### src/peg_pkg.sv
// Shared types, codes and constants of the primitive edge generator.
package peg_pkg;

   // Field widths.
   localparam int VERTEX_W    = 16;
   localparam int MODE_W      = 4;
   localparam int COUNT_W     = 11;
   localparam int CMD_W       = 2;
   localparam int CORNERS_W   = 3;
   localparam int PHASE_W     = 4;
   localparam int SEEN_W      = 2;
   localparam int CSR_INDEX_W = 2;
   localparam int CSR_DATA_W  = COUNT_W;
   localparam int RSP_DATA_W  = 72;
   localparam int RSP_USED_W  = 1 + 4 * VERTEX_W + CORNERS_W;

   // Job queue between the front and the back.
   localparam int JOBS_MAX    = 3;
   localparam int CODE_W      = 3;
   localparam int NUM_W       = 2;
   localparam int QUEUE_DEPTH = 4;
   localparam int QPTR_W      = 2;
   localparam int QCNT_W      = 3;

   // Command codes carried in req_tuser.
   localparam logic [CMD_W-1:0] CMD_INDEX  = 2'd0;
   localparam logic [CMD_W-1:0] CMD_MARK   = 2'd1;
   localparam logic [CMD_W-1:0] CMD_UNMARK = 2'd2;

   // Drawing modes.
   localparam logic [MODE_W-1:0] MODE_POINTS     = 4'd0;
   localparam logic [MODE_W-1:0] MODE_LINES      = 4'd1;
   localparam logic [MODE_W-1:0] MODE_LOOP       = 4'd2;
   localparam logic [MODE_W-1:0] MODE_STRIP      = 4'd3;
   localparam logic [MODE_W-1:0] MODE_TRIS       = 4'd4;
   localparam logic [MODE_W-1:0] MODE_TRI_STRIP  = 4'd5;
   localparam logic [MODE_W-1:0] MODE_FAN        = 4'd6;
   localparam logic [MODE_W-1:0] MODE_QUADS      = 4'd7;
   localparam logic [MODE_W-1:0] MODE_QUAD_STRIP = 4'd8;
   localparam logic [MODE_W-1:0] MODE_POLYGON    = 4'd9;

   // Configuration register indexes.
   localparam logic [CSR_INDEX_W-1:0] CSR_DRAW_MODE    = 2'd0;
   localparam logic [CSR_INDEX_W-1:0] CSR_VERTEX_COUNT = 2'd1;

   // Result codes of one job entry.
   localparam logic [CODE_W-1:0] JOB_NONE       = 3'd0;
   localparam logic [CODE_W-1:0] JOB_FACE_PREV  = 3'd1;
   localparam logic [CODE_W-1:0] JOB_FACE_FAN   = 3'd2;
   localparam logic [CODE_W-1:0] JOB_FACE_QUAD  = 3'd3;
   localparam logic [CODE_W-1:0] JOB_WIRE_P1    = 3'd4;
   localparam logic [CODE_W-1:0] JOB_WIRE_P2    = 3'd5;
   localparam logic [CODE_W-1:0] JOB_WIRE_P3    = 3'd6;
   localparam logic [CODE_W-1:0] JOB_WIRE_FIRST = 3'd7;

   // Result item kinds.
   localparam logic KIND_WIRE = 1'b0;
   localparam logic KIND_FACE = 1'b1;

   // Corner counts.
   localparam logic [CORNERS_W-1:0] CORNERS_WIRE = 3'd2;
   localparam logic [CORNERS_W-1:0] CORNERS_TRI  = 3'd3;
   localparam logic [CORNERS_W-1:0] CORNERS_QUAD = 3'd4;

   // One classified index element: its corners, their highlight bits and
   // the ordered list of results that it causes.
   typedef struct packed {
      logic [VERTEX_W-1:0]                 v;
      logic [VERTEX_W-1:0]                 p1;
      logic [VERTEX_W-1:0]                 p2;
      logic [VERTEX_W-1:0]                 p3;
      logic [VERTEX_W-1:0]                 first;
      logic                                lit_v;
      logic                                lit1;
      logic                                lit2;
      logic                                lit3;
      logic                                litf;
      logic [JOBS_MAX-1:0][CODE_W-1:0]     code;
      logic [NUM_W-1:0]                    num;
   } peg_job_type;

   // Position modulo three for positions below twelve.
   function automatic logic [1:0] mod3(input logic [PHASE_W-1:0] p);
      logic [1:0] r;
      case (p)
         4'd0, 4'd3, 4'd6, 4'd9:  r = 2'd0;
         4'd1, 4'd4, 4'd7, 4'd10: r = 2'd1;
         4'd2, 4'd5, 4'd8, 4'd11: r = 2'd2;
         default:                 r = 2'd0;
      endcase
      return r;
   endfunction

endpackage

### src/peg_ram.sv
// Generic single-write, single-read RAM with registered read data.
module peg_ram #(
   parameter int WIDTH = 1,
   parameter int DEPTH = 1024
) (
   input  logic                     clock,
   input  logic                     wr_en,
   input  logic [$clog2(DEPTH)-1:0] wr_addr,
   input  logic [WIDTH-1:0]         wr_data,
   input  logic [$clog2(DEPTH)-1:0] rd_addr,
   output logic [WIDTH-1:0]         rd_data
);

   logic [WIDTH-1:0] mem [DEPTH];
   logic [WIDTH-1:0] rd_data_ff;

   // Write port and registered read port.
   always_ff @(posedge clock) begin
      if (wr_en) begin
         mem[wr_addr] <= wr_data;
      end
      rd_data_ff <= mem[rd_addr];
   end

   assign rd_data = rd_data_ff;

endmodule

### src/peg_front.sv
// Front part: keeps the index history and classifies each item into a job.
module peg_front import peg_pkg::*; #(
   parameter int MAX_VERTICES = 1024
) (
   input  logic                clock,
   input  logic                reset,
   input  logic                acc_valid,
   input  logic [CMD_W-1:0]    acc_cmd,
   input  logic [VERTEX_W-1:0] acc_vertex,
   input  logic                acc_last,
   input  logic                lit_rdata,
   input  logic [MODE_W-1:0]   draw_mode,
   input  logic [COUNT_W-1:0]  vertex_count,
   output logic                job_valid,
   output peg_job_type         job,
   output logic                busy
);

   localparam logic [VERTEX_W:0] MAX_LIMIT = (VERTEX_W+1)'(MAX_VERTICES);

   // Item stage, aligned with the highlight read data.
   logic                s1_valid_ff;
   logic [CMD_W-1:0]    s1_cmd_ff;
   logic [VERTEX_W-1:0] s1_v_ff;
   logic                s1_last_ff;

   // History state.
   logic [PHASE_W-1:0]  phase_ff, phase_in;
   logic [SEEN_W-1:0]   seen_ff, seen_in;
   logic [VERTEX_W-1:0] p1_ff, p1_in, p2_ff, p2_in, p3_ff, p3_in, first_ff, first_in;
   logic                lit1_ff, lit1_in, lit2_ff, lit2_in, lit3_ff, lit3_in;
   logic                litf_ff, litf_in;

   logic                is_index;
   logic                is_mark;
   logic                v_below;
   logic                lit_v;
   logic [VERTEX_W-1:0] first_v;
   logic                first_lit;
   logic                rng_v, rng_p1, rng_p2, rng_p3, rng_f;
   logic [1:0]          p_mod3;
   logic [1:0]          p_mod4;
   logic                face_on;
   logic [CODE_W-1:0]   face_code;
   logic                face_ok;
   logic                w1, w2, w3, wf;
   logic [4:0]          cand_ok;
   logic [4:0][CODE_W-1:0] cand_code;
   peg_job_type         job_c;

   function automatic logic below_max(input logic [VERTEX_W-1:0] x);
      return {1'b0, x} < MAX_LIMIT;
   endfunction

   function automatic logic in_rng(input logic [VERTEX_W-1:0] x,
                                   input logic [COUNT_W-1:0]  cnt);
      return below_max(x) && (x < {{(VERTEX_W-COUNT_W){1'b0}}, cnt});
   endfunction

   always_ff @(posedge clock) begin
      if (reset) begin
         s1_valid_ff <= 1'b0;
      end else begin
         s1_valid_ff <= acc_valid;
      end
      s1_cmd_ff  <= acc_cmd;
      s1_v_ff    <= acc_vertex;
      s1_last_ff <= acc_last;
   end

   // Item decode and range checks.
   assign is_index  = s1_valid_ff && (s1_cmd_ff == CMD_INDEX);
   assign is_mark   = s1_valid_ff && ((s1_cmd_ff == CMD_MARK) || (s1_cmd_ff == CMD_UNMARK));
   assign v_below   = below_max(s1_v_ff);
   assign lit_v     = lit_rdata && v_below;
   assign first_v   = (seen_ff == '0) ? s1_v_ff : first_ff;
   assign first_lit = (seen_ff == '0) ? lit_v : litf_ff;
   assign rng_v     = in_rng(s1_v_ff, vertex_count);
   assign rng_p1    = in_rng(p1_ff, vertex_count);
   assign rng_p2    = in_rng(p2_ff, vertex_count);
   assign rng_p3    = in_rng(p3_ff, vertex_count);
   assign rng_f     = in_rng(first_v, vertex_count);
   assign p_mod3    = mod3(phase_ff);
   assign p_mod4    = phase_ff[1:0];

   // Face selection by mode; a face shows only when every corner is lit.
   always_comb begin
      face_on   = 1'b0;
      face_code = JOB_NONE;
      face_ok   = 1'b0;
      case (draw_mode)
         MODE_TRIS: begin
            face_on   = (p_mod3 == 2'd2);
            face_code = JOB_FACE_PREV;
         end
         MODE_TRI_STRIP: begin
            face_on   = (seen_ff >= 2'd2);
            face_code = JOB_FACE_PREV;
         end
         MODE_FAN: begin
            face_on   = (seen_ff >= 2'd2);
            face_code = JOB_FACE_FAN;
         end
         MODE_QUADS, MODE_QUAD_STRIP: begin
            face_on   = (p_mod4 == 2'd3);
            face_code = JOB_FACE_QUAD;
         end
         default: begin
            face_on   = 1'b0;
            face_code = JOB_NONE;
         end
      endcase
      case (face_code)
         JOB_FACE_PREV: face_ok = rng_p1 && rng_p2 && lit_v && lit1_ff && lit2_ff;
         JOB_FACE_FAN:  face_ok = rng_p1 && rng_f && lit_v && lit1_ff && first_lit;
         JOB_FACE_QUAD: face_ok = rng_p1 && rng_p2 && rng_p3 && lit_v && lit1_ff &&
                                  lit2_ff && lit3_ff;
         default:       face_ok = 1'b0;
      endcase
   end

   // Wire selection by mode and position.
   always_comb begin
      w1 = (seen_ff >= 2'd1) &&
           (((draw_mode == MODE_LINES) && phase_ff[0]) || (draw_mode == MODE_LOOP) ||
            (draw_mode == MODE_STRIP) || ((draw_mode == MODE_TRIS) && (p_mod3 != 2'd0)) ||
            (draw_mode == MODE_TRI_STRIP) || (draw_mode == MODE_FAN) ||
            ((draw_mode == MODE_QUADS) && (p_mod4 != 2'd0)) ||
            ((draw_mode == MODE_QUAD_STRIP) && phase_ff[0]) || (draw_mode == MODE_POLYGON));
      w2 = (seen_ff >= 2'd2) &&
           ((draw_mode == MODE_TRI_STRIP) || ((draw_mode == MODE_TRIS) && (p_mod3 == 2'd2)) ||
            (draw_mode == MODE_QUAD_STRIP));
      w3 = (draw_mode == MODE_QUADS) && (p_mod4 == 2'd3) && (seen_ff == 2'd3);
      wf = (((draw_mode == MODE_LOOP) || (draw_mode == MODE_POLYGON)) && s1_last_ff) ||
           (draw_mode == MODE_FAN);
   end

   // Candidate results in output order, then packed into the job list.
   always_comb begin
      logic [NUM_W-1:0] n;
      n = '0;
      cand_ok[0]   = face_on && face_ok;
      cand_ok[1]   = w1 && rng_p1;
      cand_ok[2]   = w2 && rng_p2;
      cand_ok[3]   = w3 && rng_p3;
      cand_ok[4]   = wf && rng_f;
      cand_code[0] = face_code;
      cand_code[1] = JOB_WIRE_P1;
      cand_code[2] = JOB_WIRE_P2;
      cand_code[3] = JOB_WIRE_P3;
      cand_code[4] = JOB_WIRE_FIRST;
      job_c.code   = '0;
      for (int i = 0; i < 5; i++) begin
         if (cand_ok[i] && (n != NUM_W'(JOBS_MAX))) begin
            job_c.code[n] = cand_code[i];
            n = n + 1'b1;
         end
      end
      job_c.num   = n;
      job_c.v     = s1_v_ff;
      job_c.p1    = p1_ff;
      job_c.p2    = p2_ff;
      job_c.p3    = p3_ff;
      job_c.first = first_v;
      job_c.lit_v = lit_v;
      job_c.lit1  = lit1_ff;
      job_c.lit2  = lit2_ff;
      job_c.lit3  = lit3_ff;
      job_c.litf  = first_lit;
   end

   assign job_valid = is_index && rng_v && (job_c.num != '0);
   assign job       = job_c;
   assign busy      = s1_valid_ff;

   // History update: index elements shift it, mark commands refresh lit bits.
   always_comb begin
      phase_in = phase_ff;
      seen_in  = seen_ff;
      p1_in    = p1_ff;
      p2_in    = p2_ff;
      p3_in    = p3_ff;
      first_in = first_ff;
      lit1_in  = lit1_ff;
      lit2_in  = lit2_ff;
      lit3_in  = lit3_ff;
      litf_in  = litf_ff;
      if (is_index) begin
         p1_in    = s1_v_ff;
         p2_in    = p1_ff;
         p3_in    = p2_ff;
         lit1_in  = lit_v;
         lit2_in  = lit1_ff;
         lit3_in  = lit2_ff;
         first_in = first_v;
         litf_in  = first_lit;
         if (s1_last_ff) begin
            phase_in = '0;
            seen_in  = '0;
         end else begin
            phase_in = (phase_ff == 4'd11) ? '0 : phase_ff + 1'b1;
            seen_in  = (seen_ff == 2'd3) ? seen_ff : seen_ff + 1'b1;
         end
      end else if (is_mark && v_below) begin
         if (p1_ff == s1_v_ff) begin
            lit1_in = (s1_cmd_ff == CMD_MARK);
         end
         if (p2_ff == s1_v_ff) begin
            lit2_in = (s1_cmd_ff == CMD_MARK);
         end
         if (p3_ff == s1_v_ff) begin
            lit3_in = (s1_cmd_ff == CMD_MARK);
         end
         if (first_ff == s1_v_ff) begin
            litf_in = (s1_cmd_ff == CMD_MARK);
         end
      end
   end

   always_ff @(posedge clock) begin
      if (reset) begin
         phase_ff <= '0;
         seen_ff  <= '0;
         p1_ff    <= '0;
         p2_ff    <= '0;
         p3_ff    <= '0;
         first_ff <= '0;
         lit1_ff  <= 1'b0;
         lit2_ff  <= 1'b0;
         lit3_ff  <= 1'b0;
         litf_ff  <= 1'b0;
      end else begin
         phase_ff <= phase_in;
         seen_ff  <= seen_in;
         p1_ff    <= p1_in;
         p2_ff    <= p2_in;
         p3_ff    <= p3_in;
         first_ff <= first_in;
         lit1_ff  <= lit1_in;
         lit2_ff  <= lit2_in;
         lit3_ff  <= lit3_in;
         litf_ff  <= litf_in;
      end
   end

endmodule

### src/peg_queue.sv
// Short job queue between the front and the back.
module peg_queue import peg_pkg::*; (
   input  logic              clock,
   input  logic              reset,
   input  logic              push,
   input  peg_job_type       push_job,
   input  logic              pop,
   output logic              head_valid,
   output peg_job_type       head_job,
   output logic [QCNT_W-1:0] count
);

   peg_job_type       slot_ff [QUEUE_DEPTH];
   logic [QPTR_W-1:0] wr_ptr_ff, rd_ptr_ff;
   logic [QCNT_W-1:0] count_ff;

   // Job storage, written at the tail.
   always_ff @(posedge clock) begin
      if (push) begin
         slot_ff[wr_ptr_ff] <= push_job;
      end
   end

   // Pointers and fill level.
   always_ff @(posedge clock) begin
      if (reset) begin
         wr_ptr_ff <= '0;
         rd_ptr_ff <= '0;
         count_ff  <= '0;
      end else begin
         if (push) begin
            wr_ptr_ff <= wr_ptr_ff + 1'b1;
         end
         if (pop) begin
            rd_ptr_ff <= rd_ptr_ff + 1'b1;
         end
         if (push && !pop) begin
            count_ff <= count_ff + 1'b1;
         end else if (pop && !push) begin
            count_ff <= count_ff - 1'b1;
         end
      end
   end

   assign head_valid = (count_ff != '0);
   assign head_job   = slot_ff[rd_ptr_ff];
   assign count      = count_ff;

endmodule

### src/peg_back.sv
// Back part: expands the head job into result items, one per cycle while rsp_tready is high.
module peg_back import peg_pkg::*; (
   input  logic                  clock,
   input  logic                  reset,
   input  logic                  head_valid,
   input  peg_job_type           head_job,
   output logic                  pop,
   output logic                  rsp_tvalid,
   input  logic                  rsp_tready,
   output logic [RSP_DATA_W-1:0] rsp_tdata,
   output logic                  rsp_tuser,
   output logic                  rsp_tlast
);

   logic [NUM_W-1:0]     idx_ff, idx_in;
   logic [CODE_W-1:0]    code;
   logic                 last_one;
   logic                 kind;
   logic                 lit;
   logic [VERTEX_W-1:0]  cb, cc, cd;
   logic [CORNERS_W-1:0] corners;

   assign code     = head_job.code[idx_ff];
   assign last_one = (idx_ff == head_job.num - 1'b1);

   // Decode the current result code into the result fields.
   always_comb begin
      kind    = KIND_WIRE;
      lit     = 1'b0;
      cb      = '0;
      cc      = '0;
      cd      = '0;
      corners = CORNERS_WIRE;
      case (code)
         JOB_FACE_PREV: begin
            kind    = KIND_FACE;
            lit     = 1'b1;
            cb      = head_job.p1;
            cc      = head_job.p2;
            corners = CORNERS_TRI;
         end
         JOB_FACE_FAN: begin
            kind    = KIND_FACE;
            lit     = 1'b1;
            cb      = head_job.p1;
            cc      = head_job.first;
            corners = CORNERS_TRI;
         end
         JOB_FACE_QUAD: begin
            kind    = KIND_FACE;
            lit     = 1'b1;
            cb      = head_job.p1;
            cc      = head_job.p2;
            cd      = head_job.p3;
            corners = CORNERS_QUAD;
         end
         JOB_WIRE_P1: begin
            lit = head_job.lit_v && head_job.lit1;
            cb  = head_job.p1;
         end
         JOB_WIRE_P2: begin
            lit = head_job.lit_v && head_job.lit2;
            cb  = head_job.p2;
         end
         JOB_WIRE_P3: begin
            lit = head_job.lit_v && head_job.lit3;
            cb  = head_job.p3;
         end
         JOB_WIRE_FIRST: begin
            lit = head_job.lit_v && head_job.litf;
            cb  = head_job.first;
         end
         default: begin
            kind = KIND_WIRE;
         end
      endcase
   end

   assign rsp_tvalid = head_valid;
   assign rsp_tuser  = kind;
   assign rsp_tlast  = last_one;
   assign rsp_tdata  = {{(RSP_DATA_W-RSP_USED_W){1'b0}}, corners, cd, cc, cb,
                        head_job.v, lit};
   assign pop        = head_valid && rsp_tready && last_one;

   // Result position within the head job.
   always_comb begin
      idx_in = idx_ff;
      if (head_valid && rsp_tready) begin
         idx_in = last_one ? '0 : idx_ff + 1'b1;
      end
   end

   always_ff @(posedge clock) begin
      if (reset) begin
         idx_ff <= '0;
      end else begin
         idx_ff <= idx_in;
      end
   end

endmodule

### src/primitive_edge_generator_core.sv
// Top level of the primitive edge generator: channels, configuration and bitmap.
//
// The req channel carries commands: req_tuser holds the command (list index,
// mark, unmark), req_tdata the vertex and req_tlast closes an index list.
// For each index the rsp channel returns up to three items, a highlighted
// face first and then the wires that the drawing mode calls for; rsp_tlast
// marks the final item caused by one input item. The csr channel writes the
// drawing mode (index 0) and the vertex count (index 1) and is always ready.
// An item is accepted every cycle while the job queue has room. Each index
// is registered in the classify stage and then in the job queue before its
// results are offered; results leave at one per cycle while the receiver is
// ready, and the sustained rate is set by the result port.
// After reset the highlight bitmap is swept clear, one entry per cycle, over
// all MAX_VERTICES entries; req_tready stays low during the sweep. When the
// receiver stalls, results wait in the four-entry job queue and req_tready
// drops once the queued jobs and the item in the classify stage fill the
// four entries.
module primitive_edge_generator_core import peg_pkg::*; #(
   parameter int MAX_VERTICES = 1024
) (
   input  logic                   clock,
   input  logic                   reset,
   input  logic                   req_tvalid,
   output logic                   req_tready,
   input  logic [VERTEX_W-1:0]    req_tdata,   // [15:0] vertex
   input  logic [CMD_W-1:0]       req_tuser,   // [1:0] command
   input  logic                   req_tlast,
   output logic                   rsp_tvalid,
   input  logic                   rsp_tready,
   // [0] highlighted, [16:1] corner_a, [32:17] corner_b, [48:33] corner_c,
   // [64:49] corner_d, [67:65] corner_count, [71:68] zero
   output logic [RSP_DATA_W-1:0]  rsp_tdata,
   output logic                   rsp_tuser,   // [0] item_kind
   output logic                   rsp_tlast,
   input  logic                   csr_valid,
   output logic                   csr_ready,
   input  logic [CSR_INDEX_W-1:0] csr_index,
   input  logic [CSR_DATA_W-1:0]  csr_data
);

   localparam int AW = $clog2(MAX_VERTICES);
   localparam logic [VERTEX_W:0] MAX_LIMIT = (VERTEX_W+1)'(MAX_VERTICES);

   logic [MODE_W-1:0]  draw_mode_ff;
   logic [COUNT_W-1:0] vertex_count_ff;
   logic               clearing_ff;
   logic [AW-1:0]      clr_addr_ff;
   logic               accept;
   logic               mark_wr;
   logic               ram_we;
   logic [AW-1:0]      ram_waddr;
   logic               ram_wdata;
   logic               ram_rdata;
   logic               job_valid;
   peg_job_type        job;
   logic               front_busy;
   logic               q_pop;
   logic               q_valid;
   peg_job_type        q_head;
   logic [QCNT_W-1:0]  q_count;
   logic [QCNT_W:0]    q_load;

   // Configuration registers.
   assign csr_ready = 1'b1;

   always_ff @(posedge clock) begin
      if (reset) begin
         draw_mode_ff    <= '0;
         vertex_count_ff <= '0;
      end else if (csr_valid && csr_ready) begin
         case (csr_index)
            CSR_DRAW_MODE:    draw_mode_ff    <= csr_data[MODE_W-1:0];
            CSR_VERTEX_COUNT: vertex_count_ff <= csr_data;
            default:          draw_mode_ff    <= draw_mode_ff;
         endcase
      end
   end

   // Bitmap clearing sweep after reset.
   always_ff @(posedge clock) begin
      if (reset) begin
         clearing_ff <= 1'b1;
         clr_addr_ff <= '0;
      end else if (clearing_ff) begin
         clr_addr_ff <= clr_addr_ff + 1'b1;
         if (clr_addr_ff == AW'(MAX_VERTICES - 1)) begin
            clearing_ff <= 1'b0;
         end
      end
   end

   // Input acceptance: room for this item and the one being classified.
   assign q_load     = {1'b0, q_count} + {{QCNT_W{1'b0}}, front_busy};
   assign req_tready = !clearing_ff && (q_load < (QCNT_W+1)'(QUEUE_DEPTH));
   assign accept     = req_tvalid && req_tready;

   // Bitmap writes come from the sweep or from mark and unmark commands.
   assign mark_wr   = accept && ((req_tuser == CMD_MARK) || (req_tuser == CMD_UNMARK)) &&
                      ({1'b0, req_tdata} < MAX_LIMIT);
   assign ram_we    = clearing_ff || mark_wr;
   assign ram_waddr = clearing_ff ? clr_addr_ff : req_tdata[AW-1:0];
   assign ram_wdata = !clearing_ff && (req_tuser == CMD_MARK);

   peg_ram #(
      .WIDTH(1),
      .DEPTH(MAX_VERTICES)
   ) u_map (
      .clock  (clock),
      .wr_en  (ram_we),
      .wr_addr(ram_waddr),
      .wr_data(ram_wdata),
      .rd_addr(req_tdata[AW-1:0]),
      .rd_data(ram_rdata)
   );

   peg_front #(
      .MAX_VERTICES(MAX_VERTICES)
   ) u_front (
      .clock       (clock),
      .reset       (reset),
      .acc_valid   (accept),
      .acc_cmd     (req_tuser),
      .acc_vertex  (req_tdata),
      .acc_last    (req_tlast),
      .lit_rdata   (ram_rdata),
      .draw_mode   (draw_mode_ff),
      .vertex_count(vertex_count_ff),
      .job_valid   (job_valid),
      .job         (job),
      .busy        (front_busy)
   );

   peg_queue u_queue (
      .clock     (clock),
      .reset     (reset),
      .push      (job_valid),
      .push_job  (job),
      .pop       (q_pop),
      .head_valid(q_valid),
      .head_job  (q_head),
      .count     (q_count)
   );

   peg_back u_back (
      .clock     (clock),
      .reset     (reset),
      .head_valid(q_valid),
      .head_job  (q_head),
      .pop       (q_pop),
      .rsp_tvalid(rsp_tvalid),
      .rsp_tready(rsp_tready),
      .rsp_tdata (rsp_tdata),
      .rsp_tuser (rsp_tuser),
      .rsp_tlast (rsp_tlast)
   );

   // The job queue never holds more than its depth.
   assert property (@(posedge clock) disable iff (reset)
      q_count <= QCNT_W'(QUEUE_DEPTH))
      else $error("job queue overflow");

   // A face item is always highlighted and has three or four corners.
   assert property (@(posedge clock) disable iff (reset)
      (rsp_tvalid && (rsp_tuser == KIND_FACE)) |->
      (rsp_tdata[0] && ((rsp_tdata[67:65] == CORNERS_TRI) ||
                        (rsp_tdata[67:65] == CORNERS_QUAD))))
      else $error("face item malformed");

   // No result is offered while the bitmap sweep is running.
   assert property (@(posedge clock) disable iff (reset)
      clearing_ff |-> !rsp_tvalid)
      else $error("result during bitmap sweep");

endmodule

### config.mk
export PLATFORM = sky130hd
export DESIGN_NAME = primitive_edge_generator_core
export DESIGN_NICKNAME = d
export VERILOG_FILES = /design/src/peg_pkg.sv /design/src/peg_ram.sv /design/src/peg_front.sv /design/src/peg_queue.sv /design/src/peg_back.sv /design/src/primitive_edge_generator_core.sv
export SDC_FILE = /design/constraint.sdc
export NUM_CORES = 2
export LEC_CHECK = 0
export ABC_AREA = 1
export CORE_AREA = 2 2 395 397
export DETAILED_ROUTE_END_ITERATION = 10
export DIE_AREA = 0 0 397 399
export DONT_BUFFER_PORTS = 1
export SLEW_MARGIN = 40
export SYNTH_ARGS = -nofsm -noshare
export SYNTH_HDL_FRONTEND = slang
export SYNTH_SLANG_ARGS = --single-unit
### constraint.sdc
create_clock -name clock -period 36.8 [get_ports clock]
set_input_delay 7.36 -clock clock [delete_from_list [all_inputs] [get_ports clock]]
set_output_delay 7.36 -clock clock [all_outputs]
set_load 0.01 [all_outputs]
* After elaboration in Yosys (flattened, before gate mapping)
Memory sizes are Yosys's and may differ from the RTL's. A register that Yosys moved wholly into a read port is not among the register bits.
Cells that the tools add are included.
** Operators by class
- Equal/unequal tests :: 39
- Add/subtract/negate cells :: 14
- Multiplexer cells :: 61
- Bitwise operators :: 10
- Reductions and logical operators :: 105
- Magnitude comparators :: 23
** Operators with widths (number)
- $lt 16x11->1 const B :: 6
- $lt 16x11->1 :: 5
- $eq 16x16->1 :: 4
- $pmux 16 s4 :: 1
- $logic_and 1x1->1 :: 60
- $mux 9 :: 4
- $mux 16 :: 2
- $pmux 16 s2 :: 1
- $demux 3 s2 :: 4
- $mux 1 :: 21
- $mux 3 :: 7
- $mux 2 :: 10
- $reduce_bool 2->1 :: 9
- $eq 4x3->1 const B :: 4
- $mux 4 :: 4
- $logic_or 1x1->1 :: 15
- $add 2x1->2 const B :: 7
- $eq 2x2->1 const B :: 7
- $reduce_and 2->1 :: 7
- $eq 3x3->1 const B :: 4
- $eq 4x4->1 const B :: 3
- $lt 2x3->1 const B :: 4
- $or 6x6->6 :: 2
- $add 10x1->10 const B :: 1
- other kinds (39) :: 60
** Storage, ports and cells
- Bits of input ports :: 37
- Logic and storage cells :: 277
- RAM bits :: 1408
- Memories kept :: 3
- Output and inout port bits :: 77
- Bits in registers :: 129
- Memory bits (read-only) :: 32
** Memories
- u_map.mem :: depth 1024, width 1, rd ports 1, clocked after Yosys merged registers in 1, write ports 1, RTL line peg_ram.sv:14 : logic [WIDTH-1:0] mem [DEPTH];
- u_queue.slot_ff :: depth 4, width 96, rd ports 1, clocked after Yosys merged registers in 1, write ports 1, RTL line peg_queue.sv:13 : peg_job_type slot_ff [QUEUE_DEPTH];
- (no name shown) :: depth 16, width 2, rd ports 1, clocked after Yosys merged registers in 1, write ports 0, RTL line peg_pkg.sv:85 : case (p)

* Logic depth before layout (Yosys ltp)
- Word-level depth :: 29
- Depth in mapped cells :: 49
- Gate-level depth less buffers :: 46

* Modules after synthesis
Synthesis repeated with hierarchy kept, for this count alone.
** Unflattened totals
- Cell total of the unflattened synthesis :: 6981
- Area total of the unflattened synthesis :: 70037.2 µm²
** By module, submodules not included
- peg_ram :: cells each 4679, sequential area each 30769.5 µm², instances 1, area each 46392.0 µm²
- peg_queue :: cells each 986, sequential area each 11711.2 µm², instances 1, area each 14719.1 µm²
- peg_front :: cells each 893, sequential area each 1921.8 µm², instances 1, area each 6407.4 µm²
- peg_back :: cells each 234, sequential area each 40.0 µm², instances 1, area each 1286.2 µm²
- primitive_edge_generator_core :: cells each 189, sequential area each 520.5 µm², instances 1, area each 1232.4 µm²

* Worst setup path before layout
No wires, ideal clock.
- Path kind :: input to register
- Start point :: in req_tuser[1]
- End point :: mem u_map.mem[0] (data pin)
- Arrival :: 31.342 ns
- Path buffers :: 0
- Library setup time :: 5.032 ns
- Setup slack :: 0.426 ns
- Stages :: 4
- Data required time :: 31.768 ns
- Cells stage by stage :: inv_1 -> ha_1 -> inv_1 -> nor2_1
** On the way
- Longest elaborated chain between the ends :: 2
** RTL lines
- from (decl) :: RTL line primitive_edge_generator_core.sv:26 : input logic [CMD_W-1:0] req_tuser,
- $eq 2x1->1 :: RTL line primitive_edge_generator_core.sv:102 : assign ram_wdata = !clearing_ff && (req_tuser == CMD_MARK);
- $logic_and 1x1->1 :: RTL line primitive_edge_generator_core.sv:102
- net ram_wdata :: RTL line primitive_edge_generator_core.sv:52 : logic ram_wdata;
- to (decl) :: RTL line peg_ram.sv:14
The timed path passes the listed nets, and every way through them passes these cells.

==> metrics.md <==
| Metric | Value |
|---|---|
| Status | completed |
| Post-Syn Area | between 60000 and 70000 sq um |
| Synth Area in XOR/XNOR | 0.649% |
| Starting Density | 44.8% |
| Measured slew at the worst slew-check pin | about 1.1 ns |
| Most frequent cells in the layout | edfxtp_1, nor2_1, nand2_1 |
| Hold path depth | 2 |
| Ys flop type | edfxtp_1 |
| Via-to-Cell Ratio | 5.71 |
| Maximum vdd drop | roughly 0.039 mV |
| Vias in the first global route | 47325 |
| Setup TNS | 0 ns |
| RSZ-0062 raised after global routing | false |
| Resized cells post-CTS | 0 |
| Post-Synth Simple-Gate Area | 23.5% |
| Die H | 399 um |
| Pleak | roughly 26 nW |
| Share of layout cells above drive strength 1 | between 5 and 6% |
| Worst reg2reg startpoint | u_front.seen_ff[0]$_SDFFE_PP0P_ |
| CP most frequent cell | buf_4 |
| Final worst path period need | about 12 ns |
| Clock Skews | 0.0266 ns |
| Mux cell area share after synthesis | 0% |
| Synth async-reset ratio | 0% |
| Post-synth EDFFs | 1408 |
| Num CTS Buffers | around 160 |
| Core Area | 154000 sq um |
| Compound-gate portion of the synthesized area | 4.75% |
| Fmax | 86.9 MHz |
| Post-synthesis cell count | 6888 |
| Htree depth | 4 |
| CP max stage delay | 0.70 ns |
| # nets final | 6741 |
| Area leader, netlist | edfxtp_1 |
| CTS clk-pin slew, worst paths | 0.06 ns |
| Final setup violation count | 0 |
| Hold Path End | u_front.litf_ff$_SDFFE_PP0P_ |
| DP Worst Slack | 25.73 ns |
| Total of max-cap violations | 0 |
| Slew Limit Fails | 0 |
| Worst path required time | 29.44 ns |
| Combinational family with the most area after synthesis | simple AND/OR/NAND/NOR gates |
| Worst Setup Start Kind | flip-flop |
| Largest net degree at the start of global routing | 523 |
| Yosys cell types | 48 |
| GR Util All Layers | about a quarter |
| Sequential area share after synthesis | 65.3% |
| Count of buffers from port buffering | 0 |
| Grt total ovfl | 0 |
| Final worst slack | about 25 ns |
| TritonCTS clock tree | yes |
| Yosys top cell area share | 61.4% |
| Cts hold-fix bufs | 0 |
| Io pins | 114 |
| Per-cell routed wire length | 23.3 um |
| Area growth, synth to finish | 9.54% |
| Clock root buffer master | clkbuf_16 |
| Bufs on Longest Clock Path | 3 |
| Post-DRT Antenna Nets | 0 |
| Largest fanout on the critical path | 74 |
| Slowest CP cell | buf_4 |
| R2r endpoint | u_queue.slot_ff[0][37]$_DFFE_PP_ |
| Final Cycle Share | 31.3% |
| Hold/Removal Path Class | flip-flop to flip-flop |
| Total number of vias | 50283 |
| Detailed Route WL | approximately 210 mm |
| # rows | around 140 |
| Die X | 397 um |
| Hold path startpoint | u_front.litf_ff$_SDFFE_PP0P_ |
| Final HPWL DP | about 110 mm |
| Starting DRC count in detailed routing | 5798 |
| Max-slew headroom | 29.7% |
| Global placement routability congestion | between 0.8 and 0.9 |
| Later-pin clock latency in the skew report | around 0.8 ns |
| Commonest non-fill, non-tap cell in the layout | edfxtp_1 |
| P per Cell Area | 47.8 nW/um^2 |
| R2R cell count | 35 |
| Top post-synthesis cells by area | edfxtp_1, nor2_1, nand3_1 |
| Initial antenna violation count | 12 |
| Synth Area in Adders | 1.48% |
| Setup CP Type | flip-flop to primary output |
| Synthesis warning total | 0 |
| Pre-antenna DRT Iters | 8 |
| Number of synthesized register bits | 1542 |
| First-pass GRT wire length | 304 mm |
| Syn Area/Cell | around 10 sq um |
| # clock sinks | 1542 |
| Fillers | 14026 |
| Worst R2R Setup Slack | 28.29 ns |
| CP Capture Type | primary output |
| Critical path data arrival time | 4.15 ns |
| Critical path cell sequence | buf_4, buf_4, o21ai_0, o22ai_1, nand2_1, o2111ai_1 |
| Residual DRC | 0 |
| Setup bufs post-CTS | 0 |
| Final hold viol count | 0 |
| Die area | roughly 160000 sq um |
-- where the power goes --
part / switching [mW] / internal (mW)
Clock: 0.682 / 0.903
Sequential: 0.00531 / 1.89
Combinational: 0.0851 / 0.0362
-- registers in the layout, summed over array words and instances (netlist names), 2 cells and up, named ones only --
signal	count
u_front.p_mod3	2
u_front.seen_ff	2
vertex_count_ff	11
u_front.p2_ff	16
u_queue.rd_ptr_ff	2
u_front.first_ff	16
u_back.idx_ff	2
u_front.s1_cmd_ff	2
u_front.p3_ff	16
u_queue.wr_ptr_ff	2
u_map.mem	1024
draw_mode_ff	4
u_queue.slot_ff	384
u_queue.count	3
u_front.p1_ff	16
u_front.s1_v_ff	16
clr_addr_ff	10
u_front.phase_ff	4
-- final cells by class --
cell class                      instances  area [sq um]  area share [%]
Tap cell                             2044          2560            3.39
Clock inverter                         68           594           0.789
Sequential cell                      1542         45000            59.7
Multi-Input combinational cell       4620         21200            28.1
Antenna cell                           11          27.5          0.0365
Inverter                              218           863            1.15
Timing Repair Buffer                   79           737           0.978
Clock buffer                          225          4460            5.92
-- kinds of logic after synthesis --
group | Yosys count
AO/OA/AOI/OAI | 570
XOR/XNOR | 51
adder cells (fa/ha/maj) | 80
buffers and inverters | 729
flip-flops | 1542
other | 2
AND/OR/NAND/NOR | 3914
-- synth_stat cells (3+ instances only) --
master and number:
edfxtp_1 1408, nor2_1 1400, nand2_1 1391, nand3_1 1046, clkbuf_1 308, o21ai_0 286, inv_1 209, dfxtp_1 134
a21oi_1 122, buf_2 107, buf_1 84, ha_1 78, o22ai_1 75, xnor2_1 36, nand4_1 21, nor3_1 21
a32o_1 19, o2111ai_1 17, xor2_1 15, a211oi_1 14, a22o_1 13, buf_4 11, nand2_2 9, o211ai_1 8
or2_2 7, inv_2 5, a31oi_1 4, and3_1 4, clkinv_1 4, nand3b_1 4, nor2_2 3
-- through the flow --
stage	power [mW]	std cells	utilization, %	hold WS, ns	cell area (sq um)
floorplan	2.02	6891	-	0.436	68800
global placement	2.05	8499	45.6	0.440	70000
detailed placement	2.05	8503	45.7	0.452	70300
CTS	3.62	8796	49.0	0.459	75300
global route	3.70	8802	49.0	0.477	75400
finish	3.60	8807	49.0	0.461	75400
-- metal layers --
metal / vias up / track usage (%) / part of all wire, %
li1: 23030 / - / -
met1: 24777 / 33.9 / 41
met2: 2035 / 42.1 / 47
met3: 437 / 3.88 / 7.8
met4: 4 / 10.6 / 4.1
met5: - / 0 / 0.012
-- critical path: cells and delay by family (launching register included) --
family,cells,cell delay (ns)
buf+inv,2,1.39
simple gates,1,0.11
compound gates,3,1.03
flops,1,0.69
-- worst max-delay path by stage --
stage | start | end | slack (ns) | depth (start not counted)
after CTS | flip-flop | rsp_tdata[18] | 25.27 | 6
final | flip-flop | rsp_tdata[18] | 25.29 | 6
after detailed placement | req_tdata[0] | u_map.rd_data$_DFF_P_ | 25.73 | 17
after global placement | req_tdata[0] | u_map.rd_data$_DFF_P_ | 25.36 | 15
after global routing | flip-flop | rsp_tdata[24] | 25.03 | 6
after floorplan | req_tuser[1] | u_map.mem[0]$_DFFE_PP_ | 0.43 | 4
(Power assumes the default switching activity.)
